--- src/sv/pfs_pkg.sv ---
// pfs_pkg: shared types and constants for the potential field steering block
// sequencer state encoding, register indexes, angle constants, cordic arctangent table
// no dependencies
package pfs_pkg;

    localparam int CFG_IDX_W  = 3;
    localparam int CFG_DATA_W = 32;

    localparam logic [CFG_IDX_W-1:0] REG_GOAL_X          = 3'd0;
    localparam logic [CFG_IDX_W-1:0] REG_GOAL_Y          = 3'd1;
    localparam logic [CFG_IDX_W-1:0] REG_ATT_RADIUS      = 3'd2;
    localparam logic [CFG_IDX_W-1:0] REG_ATT_SPREAD      = 3'd3;
    localparam logic [CFG_IDX_W-1:0] REG_ATT_GAIN        = 3'd4;
    localparam logic [CFG_IDX_W-1:0] REG_REACH_TOLERANCE = 3'd5;
    localparam logic [CFG_IDX_W-1:0] REG_MAX_TURN_RATE   = 3'd6;
    localparam logic [CFG_IDX_W-1:0] REG_TURN_DEADBAND   = 3'd7;

    localparam logic signed [18:0] PI_Q13     = 19'sd25736;
    localparam logic signed [18:0] TWO_PI_Q13 = 19'sd51472;
    localparam logic signed [33:0] PI_Q29     = 34'sd1686629713;
    localparam logic [30:0]        SPEED_MAX  = 31'h7FFF_FFFF;

    typedef enum logic [4:0] {
        ST_IDLE,
        ST_SQ_X,
        ST_SQ_Y,
        ST_SUM,
        ST_DIST_WAIT,
        ST_CLASS,
        ST_GAIN,
        ST_DIV_INIT,
        ST_DIV_RUN,
        ST_COMP,
        ST_SQ_FX,
        ST_SQ_FY,
        ST_SUM2,
        ST_LIN_WAIT,
        ST_CORDIC_INIT,
        ST_CORDIC_RUN,
        ST_ROUND,
        ST_WRAP,
        ST_OUT
    } pfs_state_t;

    typedef struct packed {
        logic        start;
        logic [63:0] operand;
    } pfs_sqrt_req_t;

    // arctangent of 2^-i in q2.29
    function automatic logic signed [33:0] atan_step(input logic [4:0] i);
        logic signed [33:0] res;
        unique case (i)
            5'd0:    res = 34'sd421657428;
            5'd1:    res = 34'sd248918915;
            5'd2:    res = 34'sd131521918;
            5'd3:    res = 34'sd66762579;
            5'd4:    res = 34'sd33510843;
            5'd5:    res = 34'sd16771758;
            5'd6:    res = 34'sd8387925;
            5'd7:    res = 34'sd4194219;
            5'd8:    res = 34'sd2097141;
            5'd9:    res = 34'sd1048575;
            5'd30,
            5'd31:   res = '0;
            default: res = 34'sd1 <<< (5'd29 - i);
        endcase
        return res;
    endfunction

endpackage

--- src/sv/pfs_isqrt.sv ---
// pfs_isqrt: iterative 64-bit integer square root, one result bit per cycle
// depends on pfs_pkg for the request struct
module pfs_isqrt
    import pfs_pkg::*;
(
    input  logic          aclk,
    input  logic          aresetn,
    input  pfs_sqrt_req_t req,
    output logic          done,
    output logic [31:0]   root
);

    logic [63:0] v_reg;
    logic [63:0] r_reg;
    logic [4:0]  k_reg;
    logic        busy_reg;
    logic        done_reg;
    logic [63:0] bitv;
    logic [63:0] trial;

    assign bitv  = 64'd1 << (6'd62 - {k_reg, 1'b0});
    assign trial = r_reg + bitv;

    always_ff @(posedge aclk) begin
        if (!aresetn) begin
            busy_reg <= 1'b0;
            done_reg <= 1'b0;
        end else begin
            done_reg <= 1'b0;
            if (req.start) begin
                busy_reg <= 1'b1;
            end else if (busy_reg && k_reg == 5'd31) begin
                busy_reg <= 1'b0;
                done_reg <= 1'b1;
            end
        end
    end

    always_ff @(posedge aclk) begin
        if (req.start) begin
            v_reg <= req.operand;
            r_reg <= '0;
            k_reg <= '0;
        end else if (busy_reg) begin
            if (v_reg >= trial) begin
                v_reg <= v_reg - trial;
                r_reg <= (r_reg >> 1) + bitv;
            end else begin
                r_reg <= r_reg >> 1;
            end
            k_reg <= k_reg + 5'd1;
        end
    end

    assign done = done_reg;
    assign root = r_reg[31:0];

endmodule

--- config.mk ---
export PLATFORM = sky130hd
export DESIGN_NAME = pfs_isqrt
export DESIGN_NICKNAME = d
export VERILOG_FILES = /design/src/sv/pfs_pkg.sv /design/src/sv/pfs_isqrt.sv
export SDC_FILE = /design/constraint.sdc
export NUM_CORES = 1
export LEC_CHECK = 0
export BUFFER_PORTS_ARGS = -buffer_cell sky130_fd_sc_hd__buf_2
export CORE_MARGIN = 1
export CORE_UTILIZATION = 60
export CTS_CLUSTER_DIAMETER = 30
export DETAILED_ROUTE_END_ITERATION = 8
export PLACE_DENSITY = 0.82
export SYNTH_ARGS = -nofsm -noshare
export SYNTH_HDL_FRONTEND = slang
export SYNTH_SLANG_ARGS = --single-unit
--- constraint.sdc ---
create_clock -name aclk -period 23.1 [get_ports aclk]
set_clock_uncertainty 0.1 [all_clocks]
set_input_delay 3.465 -clock aclk [delete_from_list [all_inputs] [get_ports aclk]]
set_output_delay 3.465 -clock aclk [all_outputs]
set_load 0.02 [all_outputs]
Word-level counts from Yosys, hierarchy flattened

Cells that the tools add are included.

$add $sub $neg: 5
$lt $le $gt $ge: 1
Equality and inequality tests: 1
Shift operators: 1
Multiplexer cells: 7
Bitwise gates (word level): 1
Reductions and logical operators: 6

Operators with widths:

| operator             | number |
|---|---|
| $mux 64              | 4 |
| $add 63x64->64       | 1 |
| $add 64x64->64       | 1 |
| $ge 64x64->1         | 1 |
| $shl 1x6->64 const A | 1 |
| $sub 64x64->64       | 1 |
| $reduce_bool 2->1    | 3 |
| $sub 6x6->6 const A  | 1 |
| $add 5x1->5 const B  | 1 |
| $eq 5x5->1 const B   | 1 |
| $mux 1               | 3 |
| $reduce_and 2->1     | 1 |
| $reduce_or 2->1      | 1 |
| $logic_and 1x1->1    | 1 |
| $not 1->1            | 1 |

Register bits after elaboration: 135
Logic and storage cells: 27

Logic depth before layout (Yosys ltp)

Gate-level depths: netlist (run 1).

Word-level depth: 7
Depth in mapped cells: 30

Least setup slack after synthesis (run 1)

Ideal clock, no wire load.

Path type: reg-to-reg
Start point: reg k_reg[0]
End point: reg v_reg[0], enable pin
Library setup time: 0.575 ns
Arrival time: 9.776 ns
Required time: 22.425 ns
Path slack: 12.650 ns
Stages on the path, launching flop included: 27
Path buffers: 4
Path through: dfxtp_1 > ha_1 > ha_1 > and3_1 > ha_1 > and2_1 > maj3_1 > a31o_2 > a21oi_1 > o21ai_0 > a21oi_1 > o21ai_0 > a31o_2 > a21oi_1 > xor2_1 > ha_1 > clkbuf_1 > and3_1 > and2_1 > and4bb_1 > a41o_1 > a221oi_1 > o211a_1 > buf_2 > buf_2 > clkbuf_1 > o21ai_0

Longest elaborated chain between the ends: 6

Ends and longest elaborated chain:

| what                               | line            | source |
|---|---|---|
| start, declared                    | pfs_isqrt.sv:15 | `logic [4:0] k_reg;` |
| start signal, assigned             | pfs_isqrt.sv:51 | `k_reg <= k_reg + 5'd1;` |
| $sub 6x6->6                        | pfs_isqrt.sv:21 | `assign bitv = 64'd1 << (6'd62 - {k_reg, 1'b0});` |
| $shl 1x6->64                       | pfs_isqrt.sv:21 |  |
| $add 64x64->64                     | pfs_isqrt.sv:22 | `assign trial = r_reg + bitv;` |
| $ge 64x64->1                       | pfs_isqrt.sv:45 | `if (v_reg >= trial) begin` |
| $reduce_bool 2->1 (no source line) | n/a             |  |
| $reduce_and 2->1 (no source line)  | n/a             |  |
| end signal, assigned               | pfs_isqrt.sv:41 | `v_reg <= req.operand;` |
| end signal, assigned               | pfs_isqrt.sv:46 | `v_reg <= v_reg - trial;` |
| end, declared                      | pfs_isqrt.sv:13 | `logic [63:0] v_reg;` |

No other way between the ends.
A chain may end at the register's enable or synchronous reset.

Final worst setup path (run 1)

Start point: reg k_reg[0]
End point: reg r_reg[59]

Longest elaborated chain between the ends: 5
Elaborated cells on any way between the ends: 6
Those cells by class: 3 x add/sub; 1 x order compare; 1 x shift; 1 x mux

Ends and longest elaborated chain:

| what                 | line            | source |
|---|---|---|
| $sub 6x6->6 (*)      | pfs_isqrt.sv:21 |  |
| $shl 1x6->64 (*)     | pfs_isqrt.sv:21 |  |
| $add 64x64->64       | pfs_isqrt.sv:22 |  |
| $ge 64x64->1         | pfs_isqrt.sv:45 |  |
| $mux 64 (*)          | pfs_isqrt.sv:45 |  |
| end signal, assigned | pfs_isqrt.sv:47 | `r_reg <= (r_reg >> 1) + bitv;` |
| end signal, assigned | pfs_isqrt.sv:49 | `r_reg <= r_reg >> 1;` |
| end, declared        | pfs_isqrt.sv:14 | `logic [63:0] r_reg;` |

Every way passes the cells marked *; elsewhere a longest branch is shown, timed or not.

==> out/metrics.cfg, run 1 <==
[power]
total_leakage_power_nw = 6.12
swShare_pct = 47.0
pwr-share-clk_pct = 17.5
power_frac_comb_pct = 57.5
p_int_mw = 0.826
vdd_drop_max_mv = 0.0626
seqPwrFrac_pct = 24.9
p_sw_mw = 0.734
p_per_area_mw_per_mm2 = 98.5

[die]
io_pins = 100
row_count = 57
fp.dieW_um = 160
die_area_sq_mm = 0.0256
floorplan.initialDensity_pct = 61.3
die_h_um = 160
coreArea_sq_mm = 0.0244

[global_route]
antenna_found_initial = 0
grt_use_met2_pct = 56.4
use_met3_pct = 5.38
grtUsageTotal_pct = 35.6
grt_pass1_wl_um = 73700
grt.busiest_layer = met2
grt_pass1_vias = 13910
grt_max_degree = 78
grtUsageMet1_pct = 49.8
gr-total-overflow = 0

[clock_tree]
cts-root-buf = clkbuf_16
cts-buffers-inserted = 17
clockBufferDepth = 2
htree_levels = 4
cts-resized-gates = 0
clock_sinks = 135
cts_setup_buffers = 0
clk_pin_slew_worst_paths_ps = 70
worstSkewPairLatency_ps = 440
cts_tree = done
holdBufCountCts = 0

[hold_path]
min_path_type = reg2reg

[worst_setup_path]
arrival_ps = 8360
required_ps = 23330
endpoint_kind = flop
critPathMaxFanout = 71
crit_type = reg2reg
start_kind = flop

[synthesis]
synthArstFlopShare_pct = 0
synth_cells = 1982
synthTopCellsByArea = edfxtp_1 13%, ha_1 11%, dfxtp_1 9.5%
syn_area_sq_mm = 0.0150
synthDistinctLibCells = 83
synth_ff_type = dfxtp_1
yosysWarningCount = 0
synth_largest_area_cell = edfxtp_1
synth_edf_count = 64
avgSynthCellArea_sq_um = 7.55
yosys_register_bits = 135
ys_seq_area_share_pct = 22.3
synth_nets = 2183
synth_top_area_share_pct = 12.8

[final_layout]
drive_gt1_share_pct = 8.94
design_area_sq_mm = 0.0158
fillers = 2249
final_common_cell = nand2_1
register_area_sq_mm = 0.00335
area_growth_pct = 5.89
nNetsFinal = 2168
layout_common_cells = 223 x nand2_1, 204 x o21ai_0, 182 x nor2_1
multi_input_area_sq_mm = 0.0108
num_antenna_cells = 0

[place]
dp_hpwl_um = 35100
place.gp.congestion = 0.999
place_area_sq_mm = 0.0153
io_buffers = 99
place_ws_ps = 15190

[timing]
final.setup.tns_ps = 0
setup_violations = 0
worst_slew_pin_slew_ps = 904
slew_violations = 0
relSlewSlack_pct = 39.7
fmax_ghz = 0.123
final.period_utilization_pct = 35.2
layout_setup_ws_ps = 14960
hold_slack_ps = 449
period_minus_slack_ps = 8140
rsz0062_at_grt = false
finalHoldViolations = 0

[detailed_routing]
ant_nets = 0
drc = 0
routedWlPerCell_um = 20.0
drtPass1Iterations = 8
drt_iter0_drc = 1793
via_per_inst = 6.64
vias = 15306
routed_wl_um = 46100

[outcome]
status = completed

[flow_run]
drv_cap = 0

-- stage by stage --
step           utilization, %  instances  total power [mW]
3_5_place_dp             62.7       2272              1.26
4_1_cts                  65.0       2304              1.54
2_1_floorplan               -       1982              1.06
5_1_grt                  65.0       2304              1.67
3_3_place_gp             62.7       2272              1.25
6_report                 65.0       2304              1.56
-- worst max-delay path, stage by stage, from the launching register on --
cell	delay (ps)
dfxtp_1	360
ha_1	260
ha_1	230
and3_1	220
ha_1	210
ha_1	220
maj3_1	390
a311oi_1	650
o21ai_0	300
a21oi_1	420
o21ai_0	340
a21oi_1	350
a21oi_1	110
o21ai_0	200
xor2_1	200
ha_1	320
nand4_1	200
nor4_1	110
and4bb_1	230
a41o_1	230
a221oi_1	270
o211a_2	540
buf_4	620
nor2_1	330
and4bb_2	320
a2111oi_1	240
-- final cells by class --
cell class | count | share of cell area, %
multi-input cells | 1664 | 68.2
flip-flops and latches | 135 | 21.1
repair buffers | 109 | 3.62
clock buffers | 18 | 2.73
well taps | 324 | 2.56
inverters | 40 | 0.948
clock inverters | 14 | 0.782
-- cell usage after synthesis, types with 43 or more instances --
master	n
nand4_1	48
nor2_1	182
edfxtp_1	64
a21o_1	44
dfxtp_1	71
ha_1	133
nand3_1	43
nand2_1	223
xor2_1	66
xnor2_1	87
a21oi_1	150
clkbuf_1	99
a31oi_1	49
o21ai_0	205
-- kinds of logic (layout without fill, tap and decap cells) --
family | Yosys count | after routing | synth area share [%]
buffers and inverters | 183 | 181 | 5.48
adders and majority gates | 138 | 138 | 11.5
and+or+nand+nor | 684 | 684 | 21.8
xor gates and xnor gates | 153 | 153 | 8.96
muxes | 20 | 20 | 1.36
DFF | 135 | 135 | 22.3
AOI/OAI and AO/OA | 669 | 669 | 28.5
-- worst paths after layout --
| path | from | endpoint | slack [ps] | cells after the start |
|---|---|---|---|---|
| setup reg to reg | k_reg[0] | r_reg[59] | 14960 | 25 |
| hold reg to reg | r_reg[0] | r_reg[0] | 450 | 2 |
| setup / recovery | k_reg[0] | r_reg[59] | 14960 | 25 |
| hold / removal | r_reg[0] | r_reg[0] | 450 | 2 |
-- power groups by stage --
stage          Combinational, mW  Clock [mW]  Sequential (mW)
2_1_floorplan              0.696           0            0.364
3_3_place_gp               0.858           0            0.389
3_5_place_dp               0.874           0            0.390
4_1_cts                    0.880       0.274            0.385
5_1_grt                    0.990       0.284            0.393
6_report                   0.898       0.274            0.389
-- metal layers --
metal / wire, um / vias up / part of all wire (%)
met1: 20100 / 7099 / 44
met4: 1240 / 0 / 2.7
li1: - / 7287 / -
met2: 20300 / 815 / 44
met5: 0 / - / 0
met3: 4390 / 105 / 9.5
Note: power is estimated with default switching activity, not from simulation.
==> run 2: changes to the inputs <==
--- a/config.mk
+++ b/config.mk
@@ -5,9 +5,10 @@
 export SDC_FILE = /design/constraint.sdc
 export NUM_CORES = 1
 export LEC_CHECK = 0
+export ABC_AREA = 1
 export BUFFER_PORTS_ARGS = -buffer_cell sky130_fd_sc_hd__buf_2
 export CORE_MARGIN = 1
-export CORE_UTILIZATION = 60
+export CORE_UTILIZATION = 58
 export CTS_CLUSTER_DIAMETER = 30
 export DETAILED_ROUTE_END_ITERATION = 8
 export PLACE_DENSITY = 0.82
==> constraint.sdc (replaced) <==
create_clock -name aclk -period 6.6 [get_ports aclk]
set_clock_uncertainty 0.1 [all_clocks]
set_input_delay 0.99 -clock aclk [delete_from_list [all_inputs] [get_ports aclk]]
set_output_delay 0.99 -clock aclk [all_outputs]
set_load 0.02 [all_outputs]
==> run 2 against run 1 <==
  * Via count is 47% higher
  * Clock power grew to 3.9 times the previous value
  * Register-to-register slack worse by 15000 ps
  * Non-clock buffer count is 1 higher
  * Combinational power grew to 4.1 times the previous value
  * Cell count is 61% higher
  * Global-route usage is 9.8 points higher
  * Critical path type unchanged
==> out/metrics.cfg, run 2 <==
[clock_tree]
clockBufferDepth = 2
holdBufCountCts = 0
clock_sinks = 135
htree_levels = 4
cts-buffers-inserted = 17
clk_pin_slew_worst_paths_ps = 70
worstSkewPairLatency_ps = 490
cts_setup_buffers = 0
cts-resized-gates = 0
cts_tree = done
cts-root-buf = clkbuf_16

[final_layout]
finish.utilization_pct = 62.8
num_antenna_cells = 0
multi_input_area_sq_mm = 0.0129
fillers = 3154
register_area_sq_mm = 0.00334
final_common_cell = nand2_1
design_area_sq_mm = 0.0198
layout_common_cells = 871 x nand2_1, 478 x inv_1, 436 x nor2_1
drive_gt1_share_pct = 6.46
area_growth_pct = 6.64
nNetsFinal = 3487

[die]
die_h_um = 181
die_area_sq_mm = 0.0327
row_count = 65
fp.dieW_um = 181
floorplan.initialDensity_pct = 58.9
coreArea_sq_mm = 0.0315
io_pins = 100

[global_route]
grt_use_met2_pct = 72.4
use_met3_pct = 7.90
gr-total-overflow = 0
antenna_found_initial = 0
grt_pass1_wl_um = 114000
grt.busiest_layer = met2
grt_max_degree = 109
grtUsageMet1_pct = 54.5
grt_pass1_vias = 21203
grtUsageTotal_pct = 45.4

[synthesis]
synth.cells.most_frequent = 872 x nand2_1, 478 x inv_1, 436 x nor2_1
synth_largest_area_cell = nand2_1
synth_ff_type = dfxtp_1
synth.most_common_cell = nand2_1
syn_area_sq_mm = 0.0185
synth_cells = 3244
yosys_register_bits = 135
synthTopCellsByArea = nand2_1 18%, edfxtp_1 10%, inv_1 9.7%
synthArstFlopShare_pct = 0
synth_nets = 3445
avgSynthCellArea_sq_um = 5.71
synthDistinctLibCells = 58
synth_edf_count = 64
ys_seq_area_share_pct = 18.0
synth_top_area_share_pct = 17.7
yosysWarningCount = 0

[worst_setup_path]
cp_num_buf_inv = 4
required_ps = 6630
startpoint = k_reg[2]
regToRegStartpoint = k_reg[2]
crit_type = reg2reg
cp_slowest_cell = nor3_1
cp_top_family = simple AND/OR/NAND/NOR gates
arrival_ps = 6550
critPathMaxFanout = 64
cp_cell_sequence = inv_1, ha_1, inv_1, nor3_1, ha_1, inv_1, nor4_1, nand2_1, nor3_1, nand2_1, nand3b_1, nand2_1, ha_1, nand2_1, nor3_1, nand2_1, nor3_4, nand2_2, nand3_4, nand2_2, nand2_2, buf_12
cpPeakStageDelay_ps = 930
cpMostUsedCell = nand2_1
endpoint_kind = flop
start_kind = flop

[detailed_routing]
routed_wl_um = 75000
routedWlPerCell_um = 20.3
ant_nets = 0
drtPass1Iterations = 6
via_per_inst = 6.10
drc = 0
vias = 22572
drt_iter0_drc = 2581

[power]
p_per_area_mw_per_mm2 = 312
total_leakage_power_nw = 8.28
vdd_drop_max_mv = 0.328
fin_total_pwr_mw = 6.17

[timing]
relSlewSlack_pct = 18.8
worst_slew_pin_slew_ps = 1210
finalHoldViolations = 0
slew_violations = 0
setup_violations = 0
rsz0062_at_grt = false
final.period_utilization_pct = 98.7
final.setup.tns_ps = 0
fmax_ghz = 0.154
period_minus_slack_ps = 6510

[place]
io_buffers = 99
place.gp.congestion = 1.18
place_area_sq_mm = 0.0191
dp_hpwl_um = 60700

[hold_path]
min_path_type = reg2reg
hp-start = r_reg[0]

[flow_run]
drv_cap = 0

[outcome]
status = completed

-- run 2: metal layers --
| metal | up-vias | part of all wire (%) |
|---|---|---|
| met5 | - | 0 |
| met4 | 0 | 8.5 |
| met3 | 309 | 11 |
| met2 | 1536 | 44 |
| met1 | 10066 | 37 |
| li1 | 10661 | - |
-- run 2: final cells by class --
type	count	share of cell area, %
multi-input cells	2535	65.1
flip-flops and latches	135	16.9
inverters	487	9.25
repair buffers	110	3.07
well taps	402	2.55
clock buffers	18	2.22
clock inverters	14	0.861
-- run 2: logic make-up after synthesis --
family	Yosys count	synth area share, %
simple gates	1698	38.3
compound gates	636	18.9
buf+inv	574	12.5
flops	135	18.0
fa+ha+maj	134	9.09
xor+xnor	67	3.17
-- run 2: worst min-delay path, delay by kind of cell (launching register included) --
kind	cells	cell delay (ps)
compound gates	1	60
flops	1	340
simple gates	1	70
-- run 2: stage by stage --
| step | hold WS [ps] | worst slack (ps) | instances |
|---|---|---|---|
| 6_report | 410 | 88.5 | 3701 |
| 3_5_place_dp | 391 | 509 | 3669 |
| 3_3_place_gp | 378 | 648 | 3669 |
| 5_1_grt | 448 | 34.3 | 3701 |
| 4_1_cts | 401 | 491 | 3701 |
| 2_1_floorplan | 363 | 680 | 3244 |
-- run 2: worst paths after layout --
| check | slack, ps | to | cells after the start |
|---|---|---|---|
| max | 90 | v_reg[9] | 22 |
| min | 410 | r_reg[0] | 2 |
| max reg2reg | 90 | v_reg[9] | 22 |
| min reg2reg | 410 | r_reg[0] | 2 |
-- run 2: report_power, final --
part	leakage, nW	internal (mW)	total, mW	switching, mW
Sequential	1.23	1.16	1.39	0.229
Combinational	6.74	1.19	3.71	2.53
Clock	0.306	0.607	1.07	0.461
Total	8.28	2.95	6.17	3.22
